$ cat config.mk
export PLATFORM = sky130hd
export DESIGN_NAME = depth_column_obstacle_segmenter
export DESIGN_NICKNAME = d
export VERILOG_FILES = /design/src/rtl/core/dcos_pkg.sv /design/src/rtl/core/dcos_front.sv /design/src/rtl/core/dcos_queue.sv /design/src/rtl/core/dcos_back.sv /design/src/rtl/core/depth_column_obstacle_segmenter.sv
export SDC_FILE = /design/constraint.sdc
export NUM_CORES = 2
export LEC_CHECK = 0
export ABC_AREA = 0
export BUFFER_PORTS_ARGS = -buffer_cell sky130_fd_sc_hd__buf_2
export CAP_MARGIN = 10
export CORE_MARGIN = 4
export CORE_UTILIZATION = 51
export DETAILED_ROUTE_END_ITERATION = 16
export HOLD_SLACK_MARGIN = 0.03
export PLACE_DENSITY = 0.67
export RECOVER_POWER = 50
export SLEW_MARGIN = 20
export SYNTH_ARGS = -nofsm -noshare
export SYNTH_HDL_FRONTEND = slang
export SYNTH_SLANG_ARGS = --single-unit
$ cat constraint.sdc
create_clock -name clk -period 22.3 [get_ports clk]
set_clock_uncertainty 0.05 [all_clocks]
set_input_delay 4.46 -clock clk [delete_from_list [all_inputs] [get_ports clk]]
set_output_delay 4.46 -clock clk [all_outputs]
set_load 0.02 [all_outputs]
$ cat src/rtl/core/dcos_pkg.sv
package dcos_pkg;

  localparam int COLUMN_BITS_DEFAULT = 10;
  localparam int COORD_BITS_DEFAULT  = 14;

  localparam int FRAC_BITS   = 14;
  localparam int TILT_BITS   = 16;
  localparam int OFFSET_BITS = 13;
  localparam int BAND_BITS   = 13;
  localparam int GAP_BITS    = 10;

  localparam int CFG_INDEX_BITS = 3;
  localparam int CFG_DATA_BITS  = 16;

  localparam int QUEUE_DEPTH = 4;

  localparam logic [CFG_INDEX_BITS-1:0] REG_TILT_SINE        = 3'd0;
  localparam logic [CFG_INDEX_BITS-1:0] REG_TILT_COSINE      = 3'd1;
  localparam logic [CFG_INDEX_BITS-1:0] REG_DEPTH_OFFSET     = 3'd2;
  localparam logic [CFG_INDEX_BITS-1:0] REG_DEPTH_BAND_LOW   = 3'd3;
  localparam logic [CFG_INDEX_BITS-1:0] REG_DEPTH_BAND_HIGH  = 3'd4;
  localparam logic [CFG_INDEX_BITS-1:0] REG_HEIGHT_BAND_LOW  = 3'd5;
  localparam logic [CFG_INDEX_BITS-1:0] REG_HEIGHT_BAND_HIGH = 3'd6;
  localparam logic [CFG_INDEX_BITS-1:0] REG_GAP_LIMIT        = 3'd7;

  localparam logic signed [TILT_BITS-1:0]   TILT_SINE_RESET        = 16'sd6533;
  localparam logic signed [TILT_BITS-1:0]   TILT_COSINE_RESET      = 16'sd15025;
  localparam logic signed [OFFSET_BITS-1:0] DEPTH_OFFSET_RESET     = -13'sd560;
  localparam logic [BAND_BITS-1:0]          DEPTH_BAND_LOW_RESET   = 13'd800;
  localparam logic [BAND_BITS-1:0]          DEPTH_BAND_HIGH_RESET  = 13'd2500;
  localparam logic signed [BAND_BITS-1:0]   HEIGHT_BAND_LOW_RESET  = 13'sd198;
  localparam logic signed [BAND_BITS-1:0]   HEIGHT_BAND_HIGH_RESET = 13'sd264;
  localparam logic [GAP_BITS-1:0]           GAP_LIMIT_RESET        = 10'd10;

  typedef struct packed {
    logic signed [TILT_BITS-1:0]   tilt_sine;
    logic signed [TILT_BITS-1:0]   tilt_cosine;
    logic signed [OFFSET_BITS-1:0] depth_offset;
    logic [BAND_BITS-1:0]          depth_band_low;
    logic [BAND_BITS-1:0]          depth_band_high;
    logic signed [BAND_BITS-1:0]   height_band_low;
    logic signed [BAND_BITS-1:0]   height_band_high;
    logic [GAP_BITS-1:0]           gap_limit;
  } cfg_t;

endpackage

$ cat src/rtl/core/dcos_front.sv
module dcos_front #(
  parameter int COLUMN_BITS = 10,
  parameter int COORD_BITS  = 14
) (
  input  logic                          clk,
  input  logic                          rst,
  input  dcos_pkg::cfg_t                cfg,
  input  logic                          in_valid,
  output logic                          in_ready,
  input  logic [COLUMN_BITS-1:0]        in_column,
  input  logic signed [COORD_BITS-1:0]  in_lateral,
  input  logic signed [COORD_BITS-1:0]  in_height,
  input  logic signed [COORD_BITS-1:0]  in_depth,
  input  logic                          in_column_end,
  input  logic                          in_frame_end,
  output logic                          ev_push,
  output logic [COLUMN_BITS+1:0]        ev_data,
  input  logic                          q_full
);
  import dcos_pkg::*;

  localparam int PW = TILT_BITS + COORD_BITS;
  localparam int ZW = COORD_BITS + 4;

  logic                         s1_valid;
  logic signed [PW-1:0]         s1_prod_s;
  logic signed [PW-1:0]         s1_prod_c;
  logic signed [COORD_BITS-1:0] s1_height;
  logic [COLUMN_BITS-1:0]       s1_column;
  logic                         s1_column_end;
  logic                         s1_frame_end;
  logic                         column_hit;

  logic                  accept;
  logic                  s1_drain;
  logic                  closes;
  logic [PW:0]           prod_sum;
  logic signed [ZW-1:0]  zc;
  logic signed [ZW-1:0]  depth_lo;
  logic signed [ZW-1:0]  depth_hi;
  logic signed [ZW-1:0]  height_ext;
  logic signed [ZW-1:0]  height_lo;
  logic signed [ZW-1:0]  height_hi;
  logic                  in_band;
  logic                  height_ok;
  logic                  hit_now;

  assign s1_drain = s1_valid && !q_full;
  assign in_ready = !s1_valid || !q_full;
  assign accept   = in_valid && in_ready;
  assign closes   = s1_column_end || s1_frame_end;

  assign prod_sum = {s1_prod_s[PW-1], s1_prod_s} + {s1_prod_c[PW-1], s1_prod_c};
  assign zc = {prod_sum[PW], prod_sum[PW:FRAC_BITS]}
            + {{(ZW-OFFSET_BITS){cfg.depth_offset[OFFSET_BITS-1]}}, cfg.depth_offset};
  assign depth_lo   = {{(ZW-BAND_BITS){1'b0}}, cfg.depth_band_low};
  assign depth_hi   = {{(ZW-BAND_BITS){1'b0}}, cfg.depth_band_high};
  assign height_ext = {{(ZW-COORD_BITS){s1_height[COORD_BITS-1]}}, s1_height};
  assign height_lo  = {{(ZW-BAND_BITS){cfg.height_band_low[BAND_BITS-1]}},
                       cfg.height_band_low};
  assign height_hi  = {{(ZW-BAND_BITS){cfg.height_band_high[BAND_BITS-1]}},
                       cfg.height_band_high};

  assign in_band   = (zc > depth_lo) && (zc < depth_hi);
  assign height_ok = (height_ext >= height_lo) && (height_ext <= height_hi);
  assign hit_now   = in_band ? height_ok : column_hit;

  assign ev_push = s1_drain && closes;
  assign ev_data = {s1_frame_end, hit_now, s1_column};

  always_ff @(posedge clk) begin
    if (rst) begin
      s1_valid   <= 1'b0;
      column_hit <= 1'b0;
    end else begin
      if (accept) begin
        s1_valid <= 1'b1;
      end else if (s1_drain) begin
        s1_valid <= 1'b0;
      end
      if (s1_drain) begin
        column_hit <= closes ? 1'b0 : hit_now;
      end
    end
  end

  always_ff @(posedge clk) begin
    if (accept) begin
      s1_prod_s     <= cfg.tilt_sine * in_lateral;
      s1_prod_c     <= cfg.tilt_cosine * in_depth;
      s1_height     <= in_height;
      s1_column     <= in_column;
      s1_column_end <= in_column_end;
      s1_frame_end  <= in_frame_end;
    end
  end

endmodule

$ cat src/rtl/core/dcos_queue.sv
module dcos_queue #(
  parameter int W = 12
) (
  input  logic         clk,
  input  logic         rst,
  input  logic         push,
  input  logic [W-1:0] push_data,
  output logic         full,
  input  logic         pop,
  output logic [W-1:0] pop_data,
  output logic         empty
);
  import dcos_pkg::*;

  localparam int PTR_W = $clog2(QUEUE_DEPTH);
  localparam int CNT_W = $clog2(QUEUE_DEPTH + 1);

  logic [W-1:0]     mem [QUEUE_DEPTH];
  logic [PTR_W-1:0] wr_ptr;
  logic [PTR_W-1:0] rd_ptr;
  logic [CNT_W-1:0] count;

  assign full     = count == CNT_W'(QUEUE_DEPTH);
  assign empty    = count == '0;
  assign pop_data = mem[rd_ptr];

  always_ff @(posedge clk) begin
    if (rst) begin
      wr_ptr <= '0;
      rd_ptr <= '0;
      count  <= '0;
    end else begin
      if (push) begin
        wr_ptr <= wr_ptr + 1'b1;
      end
      if (pop) begin
        rd_ptr <= rd_ptr + 1'b1;
      end
      if (push && !pop) begin
        count <= count + 1'b1;
      end else if (pop && !push) begin
        count <= count - 1'b1;
      end
    end
  end

  always_ff @(posedge clk) begin
    if (push) begin
      mem[wr_ptr] <= push_data;
    end
  end

endmodule

$ cat src/rtl/core/dcos_back.sv
module dcos_back #(
  parameter int COLUMN_BITS = 10
) (
  input  logic                        clk,
  input  logic                        rst,
  input  logic [dcos_pkg::GAP_BITS-1:0] gap_limit,
  input  logic                        ev_valid,
  input  logic [COLUMN_BITS+1:0]      ev_data,
  output logic                        ev_pop,
  output logic                        out_valid,
  input  logic                        out_ready,
  output logic [2*COLUMN_BITS+1:0]    out_data,
  output logic                        busy
);
  import dcos_pkg::*;

  localparam int SW    = 2 * COLUMN_BITS;
  localparam int CW    = COLUMN_BITS + 1;
  localparam int GW    = ((COLUMN_BITS > GAP_BITS) ? COLUMN_BITS : GAP_BITS) + 2;
  localparam int CNT_W = $clog2(SW);

  typedef enum logic [2:0] {
    ST_IDLE  = 3'b001,
    ST_DIV_A = 3'b010,
    ST_DIV_B = 3'b100
  } back_state_t;

  back_state_t            state;
  logic [SW-1:0]          run_sum;
  logic [CW-1:0]          run_count;
  logic [COLUMN_BITS-1:0] run_last;
  logic [SW-1:0]          group_sum;
  logic [CW-1:0]          group_count;
  logic [COLUMN_BITS-1:0] held_first;
  logic [COLUMN_BITS-1:0] held_second;
  logic [CW-1:0]          div_rem;
  logic [SW-1:0]          div_quo;
  logic [CW-1:0]          div_den;
  logic [CNT_W-1:0]       div_cnt;
  logic [SW-1:0]          b_num;
  logic [CW-1:0]          b_den;
  logic                   b_pending;

  logic [COLUMN_BITS-1:0] ev_col;
  logic                   ev_hit;
  logic                   ev_frame_end;
  logic signed [GW-1:0]   gap;
  logic signed [GW-1:0]   gap_max;
  logic                   split;
  logic [SW-1:0]          rs0;
  logic [CW-1:0]          rc0;
  logic [SW:0]            add_sum;
  logic                   can_add;
  logic [SW-1:0]          n_run_sum;
  logic [CW-1:0]          n_run_count;
  logic [COLUMN_BITS-1:0] n_run_last;
  logic [SW-1:0]          n_group_sum;
  logic [CW-1:0]          n_group_count;
  logic                   group_found;
  logic                   run_found;
  logic [SW-1:0]          a_num;
  logic [CW-1:0]          a_den;
  logic [CW:0]            rem_shift;
  logic [CW:0]            rem_trial;
  logic [CW-1:0]          rem_next;
  logic [SW-1:0]          quo_next;
  logic                   div_last;

  assign ev_col       = ev_data[COLUMN_BITS-1:0];
  assign ev_hit       = ev_data[COLUMN_BITS];
  assign ev_frame_end = ev_data[COLUMN_BITS+1];

  assign busy   = state != ST_IDLE;
  assign ev_pop = ev_valid && (state == ST_IDLE) && (!ev_frame_end || !out_valid);

  assign gap     = GW'(ev_col) - GW'(run_last);
  assign gap_max = {{(GW-GAP_BITS){1'b0}}, gap_limit};
  assign split   = ev_hit && (run_count != '0) && (gap > gap_max);
  assign rs0     = split ? '0 : run_sum;
  assign rc0     = split ? '0 : run_count;
  assign add_sum = {1'b0, rs0} + (SW+1)'(ev_col);
  assign can_add = !add_sum[SW] && (rc0 != '1);

  assign n_run_sum     = (ev_hit && can_add) ? add_sum[SW-1:0] : rs0;
  assign n_run_count   = (ev_hit && can_add) ? rc0 + 1'b1 : rc0;
  assign n_run_last    = ev_hit ? ev_col : run_last;
  assign n_group_sum   = split ? run_sum : group_sum;
  assign n_group_count = split ? run_count : group_count;

  assign group_found = n_group_count != '0;
  assign run_found   = n_run_count != '0;
  assign a_num       = group_found ? n_group_sum : n_run_sum;
  assign a_den       = group_found ? n_group_count : n_run_count;

  assign rem_shift = {div_rem, div_quo[SW-1]};
  assign rem_trial = rem_shift - {1'b0, div_den};
  assign rem_next  = rem_trial[CW] ? rem_shift[CW-1:0] : rem_trial[CW-1:0];
  assign quo_next  = {div_quo[SW-2:0], !rem_trial[CW]};
  assign div_last  = div_cnt == CNT_W'(SW - 1);

  always_ff @(posedge clk) begin
    if (rst) begin
      state       <= ST_IDLE;
      run_sum     <= '0;
      run_count   <= '0;
      run_last    <= '0;
      group_sum   <= '0;
      group_count <= '0;
      held_first  <= '0;
      held_second <= '0;
      out_valid   <= 1'b0;
      b_pending   <= 1'b0;
      div_cnt     <= '0;
    end else begin
      if (out_valid && out_ready) begin
        out_valid <= 1'b0;
      end
      unique case (state)
        ST_IDLE: begin
          if (ev_pop) begin
            if (ev_frame_end) begin
              run_sum     <= '0;
              run_count   <= '0;
              run_last    <= '0;
              group_sum   <= '0;
              group_count <= '0;
              b_pending   <= group_found && run_found;
              b_num       <= n_run_sum;
              b_den       <= n_run_count;
              if (group_found || run_found) begin
                div_rem <= '0;
                div_quo <= a_num;
                div_den <= a_den;
                div_cnt <= '0;
                state   <= ST_DIV_A;
              end else begin
                out_valid <= 1'b1;
                out_data  <= {held_second, 1'b0, held_first, 1'b0};
              end
            end else begin
              run_sum     <= n_run_sum;
              run_count   <= n_run_count;
              run_last    <= n_run_last;
              group_sum   <= n_group_sum;
              group_count <= n_group_count;
            end
          end
        end
        ST_DIV_A, ST_DIV_B: begin
          div_rem <= rem_next;
          div_quo <= quo_next;
          div_cnt <= div_cnt + 1'b1;
          if (div_last) begin
            if (state == ST_DIV_A) begin
              held_first <= quo_next[COLUMN_BITS-1:0];
              if (b_pending) begin
                div_rem <= '0;
                div_quo <= b_num;
                div_den <= b_den;
                div_cnt <= '0;
                state   <= ST_DIV_B;
              end else begin
                out_valid <= 1'b1;
                out_data  <= {held_second, 1'b0, quo_next[COLUMN_BITS-1:0], 1'b1};
                state     <= ST_IDLE;
              end
            end else begin
              held_second <= quo_next[COLUMN_BITS-1:0];
              out_valid   <= 1'b1;
              out_data    <= {quo_next[COLUMN_BITS-1:0], 1'b1, held_first, 1'b1};
              state       <= ST_IDLE;
            end
          end
        end
        default: begin
          state <= ST_IDLE;
        end
      endcase
    end
  end

endmodule

$ cat src/rtl/core/depth_column_obstacle_segmenter.sv
// Channel | Direction | Handshake           | Payload
// s       | in        | s_tvalid / s_tready | s_tdata points, s_tuser column end, s_tlast frame end
// m       | out       | m_tvalid / m_tready | m_tdata frame result
// cfg     | in        | cfg_valid/cfg_ready | cfg_index register, cfg_data value
//
// A point is taken every cycle while the queue is not full; each one is registered in the front stage.
// Column closes enter a four-entry queue that the back end drains one per cycle while it is idle.
// A frame end divides each group found in the shared divider, which keeps the back end busy.
// Input stalls only when the queue is full; a waiting result holds frame ends in the queue, so it can stall points.
// Reset is synchronous; it clears all run state and loads the register defaults.
module depth_column_obstacle_segmenter
  import dcos_pkg::*;
#(
  parameter int COLUMN_BITS = dcos_pkg::COLUMN_BITS_DEFAULT,
  parameter int COORD_BITS  = dcos_pkg::COORD_BITS_DEFAULT,
  localparam int IN_W   = COLUMN_BITS + 3 * COORD_BITS,
  localparam int IN_TW  = ((IN_W + 7) / 8) * 8,
  localparam int OUT_W  = 2 * COLUMN_BITS + 2,
  localparam int OUT_TW = ((OUT_W + 7) / 8) * 8
) (
  input  logic                                  clk,
  input  logic                                  rst,
  input  logic                                  s_tvalid,
  output logic                                  s_tready,
  // column_index, point_lateral, point_height, point_depth
  input  logic [IN_TW-1:0]                      s_tdata,
  // column_end
  input  logic                                  s_tuser,
  input  logic                                  s_tlast,
  output logic                                  m_tvalid,
  input  logic                                  m_tready,
  // first_valid, first_column, second_valid, second_column
  output logic [OUT_TW-1:0]                     m_tdata,
  input  logic                                  cfg_valid,
  output logic                                  cfg_ready,
  input  logic [dcos_pkg::CFG_INDEX_BITS-1:0]   cfg_index,
  input  logic [dcos_pkg::CFG_DATA_BITS-1:0]    cfg_data
);

  localparam int EV_W = COLUMN_BITS + 2;

  cfg_t              cfg_regs;
  logic              q_push;
  logic [EV_W-1:0]   q_push_data;
  logic              q_full;
  logic              q_pop;
  logic [EV_W-1:0]   q_pop_data;
  logic              q_empty;
  logic              back_busy;
  logic [OUT_W-1:0]  out_data;

  assign cfg_ready = 1'b1;
  assign m_tdata   = {{(OUT_TW-OUT_W){1'b0}}, out_data};

  always_ff @(posedge clk) begin
    if (rst) begin
      cfg_regs.tilt_sine        <= TILT_SINE_RESET;
      cfg_regs.tilt_cosine      <= TILT_COSINE_RESET;
      cfg_regs.depth_offset     <= DEPTH_OFFSET_RESET;
      cfg_regs.depth_band_low   <= DEPTH_BAND_LOW_RESET;
      cfg_regs.depth_band_high  <= DEPTH_BAND_HIGH_RESET;
      cfg_regs.height_band_low  <= HEIGHT_BAND_LOW_RESET;
      cfg_regs.height_band_high <= HEIGHT_BAND_HIGH_RESET;
      cfg_regs.gap_limit        <= GAP_LIMIT_RESET;
    end else if (cfg_valid && cfg_ready) begin
      unique case (cfg_index)
        REG_TILT_SINE:        cfg_regs.tilt_sine        <= cfg_data[TILT_BITS-1:0];
        REG_TILT_COSINE:      cfg_regs.tilt_cosine      <= cfg_data[TILT_BITS-1:0];
        REG_DEPTH_OFFSET:     cfg_regs.depth_offset     <= cfg_data[OFFSET_BITS-1:0];
        REG_DEPTH_BAND_LOW:   cfg_regs.depth_band_low   <= cfg_data[BAND_BITS-1:0];
        REG_DEPTH_BAND_HIGH:  cfg_regs.depth_band_high  <= cfg_data[BAND_BITS-1:0];
        REG_HEIGHT_BAND_LOW:  cfg_regs.height_band_low  <= cfg_data[BAND_BITS-1:0];
        REG_HEIGHT_BAND_HIGH: cfg_regs.height_band_high <= cfg_data[BAND_BITS-1:0];
        REG_GAP_LIMIT:        cfg_regs.gap_limit        <= cfg_data[GAP_BITS-1:0];
        default: begin
        end
      endcase
    end
  end

  dcos_front #(
    .COLUMN_BITS(COLUMN_BITS),
    .COORD_BITS (COORD_BITS)
  ) u_front (
    .clk          (clk),
    .rst          (rst),
    .cfg          (cfg_regs),
    .in_valid     (s_tvalid),
    .in_ready     (s_tready),
    .in_column    (s_tdata[COLUMN_BITS-1:0]),
    .in_lateral   (s_tdata[COLUMN_BITS+COORD_BITS-1:COLUMN_BITS]),
    .in_height    (s_tdata[COLUMN_BITS+2*COORD_BITS-1:COLUMN_BITS+COORD_BITS]),
    .in_depth     (s_tdata[COLUMN_BITS+3*COORD_BITS-1:COLUMN_BITS+2*COORD_BITS]),
    .in_column_end(s_tuser),
    .in_frame_end (s_tlast),
    .ev_push      (q_push),
    .ev_data      (q_push_data),
    .q_full       (q_full)
  );

  dcos_queue #(
    .W(EV_W)
  ) u_queue (
    .clk      (clk),
    .rst      (rst),
    .push     (q_push),
    .push_data(q_push_data),
    .full     (q_full),
    .pop      (q_pop),
    .pop_data (q_pop_data),
    .empty    (q_empty)
  );

  dcos_back #(
    .COLUMN_BITS(COLUMN_BITS)
  ) u_back (
    .clk      (clk),
    .rst      (rst),
    .gap_limit(cfg_regs.gap_limit),
    .ev_valid (!q_empty),
    .ev_data  (q_pop_data),
    .ev_pop   (q_pop),
    .out_valid(m_tvalid),
    .out_ready(m_tready),
    .out_data (out_data),
    .busy     (back_busy)
  );

  a_no_push_when_full: assert property (@(posedge clk) disable iff (rst)
    q_push |-> !q_full)
    else $error("column event pushed into a full queue");

  a_no_pop_when_empty: assert property (@(posedge clk) disable iff (rst)
    q_pop |-> !q_empty)
    else $error("column event popped from an empty queue");

  a_no_result_while_dividing: assert property (@(posedge clk) disable iff (rst)
    back_busy |-> !m_tvalid)
    else $error("frame result pending while the divider is running");

endmodule

==> flow_summary.ini <==
[sta]
finalSetupViolCount = 0
worst_pin_slew_ns = 4.078
relSlewSlack_pct = -171.9
fin_crit_sh_pct = 48.30
rsz0062_at_grt = no
hold_viol_final = 0
fin_crit_ns = 10.77
maxSlewViolCount = 312
fmax_ghz = 0.09284
tns_ns = 0

[clocking]
clk_latency_ns = 0.60
ctsHtreeMaxLevel = 2
cts_root_buf = clkbuf_16
cts_setup_buffers = 0
clk_path_buf_depth = 3
cts_resized = 0
cts_tree = done
clkTransAtPathRegs_ns = 0.06
cts_buffers = 49
cts.sinks = 449
cts_hold_buf = 0

[power]
p_int_w = 0.003097
pwr-share-seq_pct = 20.7
powerDensity_nw_per_um2 = 134.4
switchingPower_w = 0.002544
power_frac_comb_pct = 64.3
p_leak_nw = 18.00
p_sw_share_pct = 45.10
vdd_drop_max_mv = 0.1610
clockPowerShare_pct = 15.0

[setup_path]
cp_top_family = adder cells
cp-start-kind = primary input
worstPathRequired_ns = 22.58
worst-path-max-fanout = 16
crit_buf_inv = 4
r2r_slack_ns = 13.23
crit_path_frequent_cell = fa_1
path_cells = clkbuf_1 -> nand2_1 -> fa_1 -> inv_1 -> fa_1 -> fa_1 -> inv_1 -> fa_1 -> inv_1 -> fa_1 -> fa_1 -> ha_1 -> a21o_1 -> a21oi_1 -> o22ai_1 -> a211oi_1 -> o21ai_0 -> a2111oi_0 -> o41ai_1 -> a21oi_1 -> xnor2_1
critPathKind = primary input to register
max_stage_delay_ns = 0.61
setup.worst_path.end_class = register
slowest_stage = a2111oi_0
arrival_ns = 11.05

[layout]
drive_gt1_share_pct = 6.058
fin_area_um2 = 41970
register_area_um2 = 11280
fillers = 6813
area_growth_pct = 7.519
multi_input_area_um2 = 25050
nets = 4901

[global_routing]
grt_pass1_wl_um = 152400
antenna_found_initial = 0
grt_overflow = 0
gr-usage-met3_pct = 2.285
grt_use_met2_pct = 41.87
grt_usage_pct = 23.11
grt_busiest_layer = met2
grt_start_max_net_pins = 75
grt_pass1_vias = 28850
grt_use_met1_pct = 30.04

[synthesis]
synth_seq_cells = 449
synthesis.area_um2 = 39040
synth_edf_count = 229
synth_cell_types = 101
netlist_instances = 4085
ys_async_sr_fraction_pct = 0
ys.flop_type = edfxtp_1
synth-seq-area-share_pct = 28.90
yosysWarnings = 0
synth_area_per_cell_um2 = 9.556

[drt]
ant_nets = 0
drtPass1Iterations = 5
drc = 0
totalWireLength_um = 92700
num_vias = 28200
wl_per_cell_um = 17.97
via_per_inst = 5.468
drt-initial-drc-count = 1793

[floorplan]
die_h_um = 284.7
rows = 101
ioPinCount = 109
dieArea_um2 = 81030
die_w_um = 284.7
start_util_pct = 51.40
core_region_area_um2 = 75950

[placement]
io_buffers = 101
place_hpwl_um = 68910
gp_congestion = 0.8586
place_area_um2 = 40370

[run]
drv_cap = 6

[hold_path]
hp-class = register to register

[status]
violations = capacitance limit, slew limit
status = finished, violations left
[placed cells by master, fill, tap and decap left out, types with 10 or more instances in the layout]
| cell | instances |
|---|---|
| nor2b_1 | 15 |
| o21a_1 | 24 |
| mux4_2 | 12 |
| o21ai_0 | 89 |
| edfxtp_1 | 229 |
| nand2b_1 | 38 |
| a21o_1 | 39 |
| nand4_1 | 18 |
| a22oi_1 | 47 |
| or3_1 | 13 |
| a211oi_1 | 22 |
| mux2i_1 | 36 |
| nand3_1 | 62 |
| nor4_1 | 12 |
| xor2_1 | 44 |
| o21bai_1 | 16 |
| mux2_2 | 12 |
| clkbuf_1 | 39 |
| clkbuf_16 | 52 |
| nand3b_1 | 33 |
| nand2_1 | 627 |
| o211ai_1 | 24 |
| nor2_1 | 226 |
| inv_1 | 538 |
| and3_1 | 26 |
| a211o_1 | 18 |
| mux2_4 | 10 |
| ha_1 | 289 |
| dfxtp_1 | 220 |
| xnor2_1 | 90 |
| a21oi_1 | 228 |
| buf_4 | 20 |
| buf_2 | 74 |
| nor3_1 | 32 |
| fa_1 | 443 |
| a31oi_1 | 24 |
| and2_1 | 211 |
[power by group through the flow]
| stage | Sequential, W | Clock [W] | Combinational [W] |
|---|---|---|---|
| floorplan | 0.00116 | 0 | 0.00275 |
| global placement | 0.00118 | 0 | 0.00352 |
| detailed placement | 0.00118 | 0 | 0.00359 |
| CTS | 0.00117 | 0.000862 | 0.00362 |
| global route | 0.00118 | 0.000896 | 0.00410 |
| finish | 0.00117 | 0.000845 | 0.00363 |
[state kept, by name, indices dropped and copies added, names as in the netlist, 11 cells and up, named ones only]
signal / cells
cfg_regs: 107
u_queue.mem: 48
u_front.s1_prod_c: 30
u_front.s1_prod_s: 30
u_back.out_data: 22
u_back.b_num: 20
u_back.div_quo: 20
u_back.group_sum: 20
u_back.run_sum: 20
u_front.s1_height: 14
u_back.b_den: 11
u_back.div_den: 11
u_back.div_rem: 11
u_back.group_count: 11
u_back.run_count: 11
[layer usage]
layer  up-vias  share of wire, %
met5         -                 0
met4         0               1.9
met3       119               4.4
met2       624                51
met1     14030                42
li1      13430                 -
[path summary, 6_finish.rpt]
path                                startpoint                           endpoint  cells after the start
max                                s_tdata[10]    u_front.s1_prod_s[29]$_DFFE_PP_                     21
min          u_back.held_first[7]$_SDFFE_PP0P_  u_back.held_first[7]$_SDFFE_PP0P_                      2
max reg2reg                           register      u_back.out_data[14]$_DFFE_PP_                     31
min reg2reg  u_back.held_first[7]$_SDFFE_PP0P_  u_back.held_first[7]$_SDFFE_PP0P_                      2
[logic make-up (layout without fill, tap and decap cells)]
group           after synthesis  in the layout  synth area share (%)
compound gates              619            619                 10.28
xor+xnor                    135            135                 3.029
fa+ha+maj                   732            732                 31.98
buf+inv                     718            759                 7.077
flops                       449            449                 28.90
mux                          72             72                 2.410
other cells                   2              4               0.01924
simple gates               1358           1358                 16.31
[layout make-up]
type	instances	share of cell area (%)
tap	1030	3.071
sequential	449	26.88
antenna	1	0.005962
clock inverter	32	0.7959
inverter	540	4.829
timing repair buffer	128	1.562
clock buffer	59	3.187
multi-input combinational	2919	59.67
[stage by stage]
stage | utilization [%] | std cells | hold slack [ns] | power (W) | setup WS [ns]
after floorplan | - | 4086 | 0.3838 | 0.003914 | 11.99
after global placement | 53.15 | 5065 | 0.3898 | 0.004701 | 11.18
after detailed placement | 53.15 | 5065 | 0.3965 | 0.004777 | 11.10
after CTS | 55.35 | 5156 | 0.4048 | 0.005649 | 11.73
after global routing | 55.26 | 5157 | 0.4199 | 0.006175 | 11.21
final | 55.26 | 5158 | 0.4029 | 0.005642 | 11.53
[worst min-delay path, delay by kind of cell, from the launching register on]
kind	cells	cell delay, ns
AOI/OAI and AO/OA	1	0.05
DFF	1	0.31
and+or+nand+nor	1	0.05
[cells in the mapped netlist, types with 6 or more instances]
library cell  instances  area [um^2]
and2_1              219         1370
nand2_1             627         2354
or3_1                13        81.33
dfxtp_1             220         4404
mux2i_1              36        360.4
nand3b_1             33        247.7
o21ai_0              89        445.4
a211o_1              18        157.7
nor3_1               34        170.2
fa_1                443         8869
mux2_4               10        150.1
a2111oi_0             7        61.31
a21oi_1             228         1141
o21a_1               24        180.2
o21bai_1             16        120.1
and3_1               26        162.7
ha_1                289         3616
inv_1               538         2019
clkbuf_1            150        563.0
nor3b_1               6        45.04
a21boi_0              7        52.55
mux2_2               13        146.4
buf_4                 6        45.04
a21o_1               39        292.8
xor2_1               45        394.1
nor2_1              228        855.8
xnor2_1              90        788.3
a211oi_1             23        172.7
nand4_1              18        112.6
nor2b_1              16        100.1
o31ai_1               7        52.55
clkbuf_2             10        50.05
nor4_1               12        75.07
mux4_2               12        270.3
o211ai_1             24        180.2
nand2b_1             38        237.7
nand3_1              62        310.3
a31oi_1              24        150.1
a31o_2                6        52.55
a22oi_1              47        352.8
edfxtp_1            229         6877
Power figures use the tool's default switching activity.
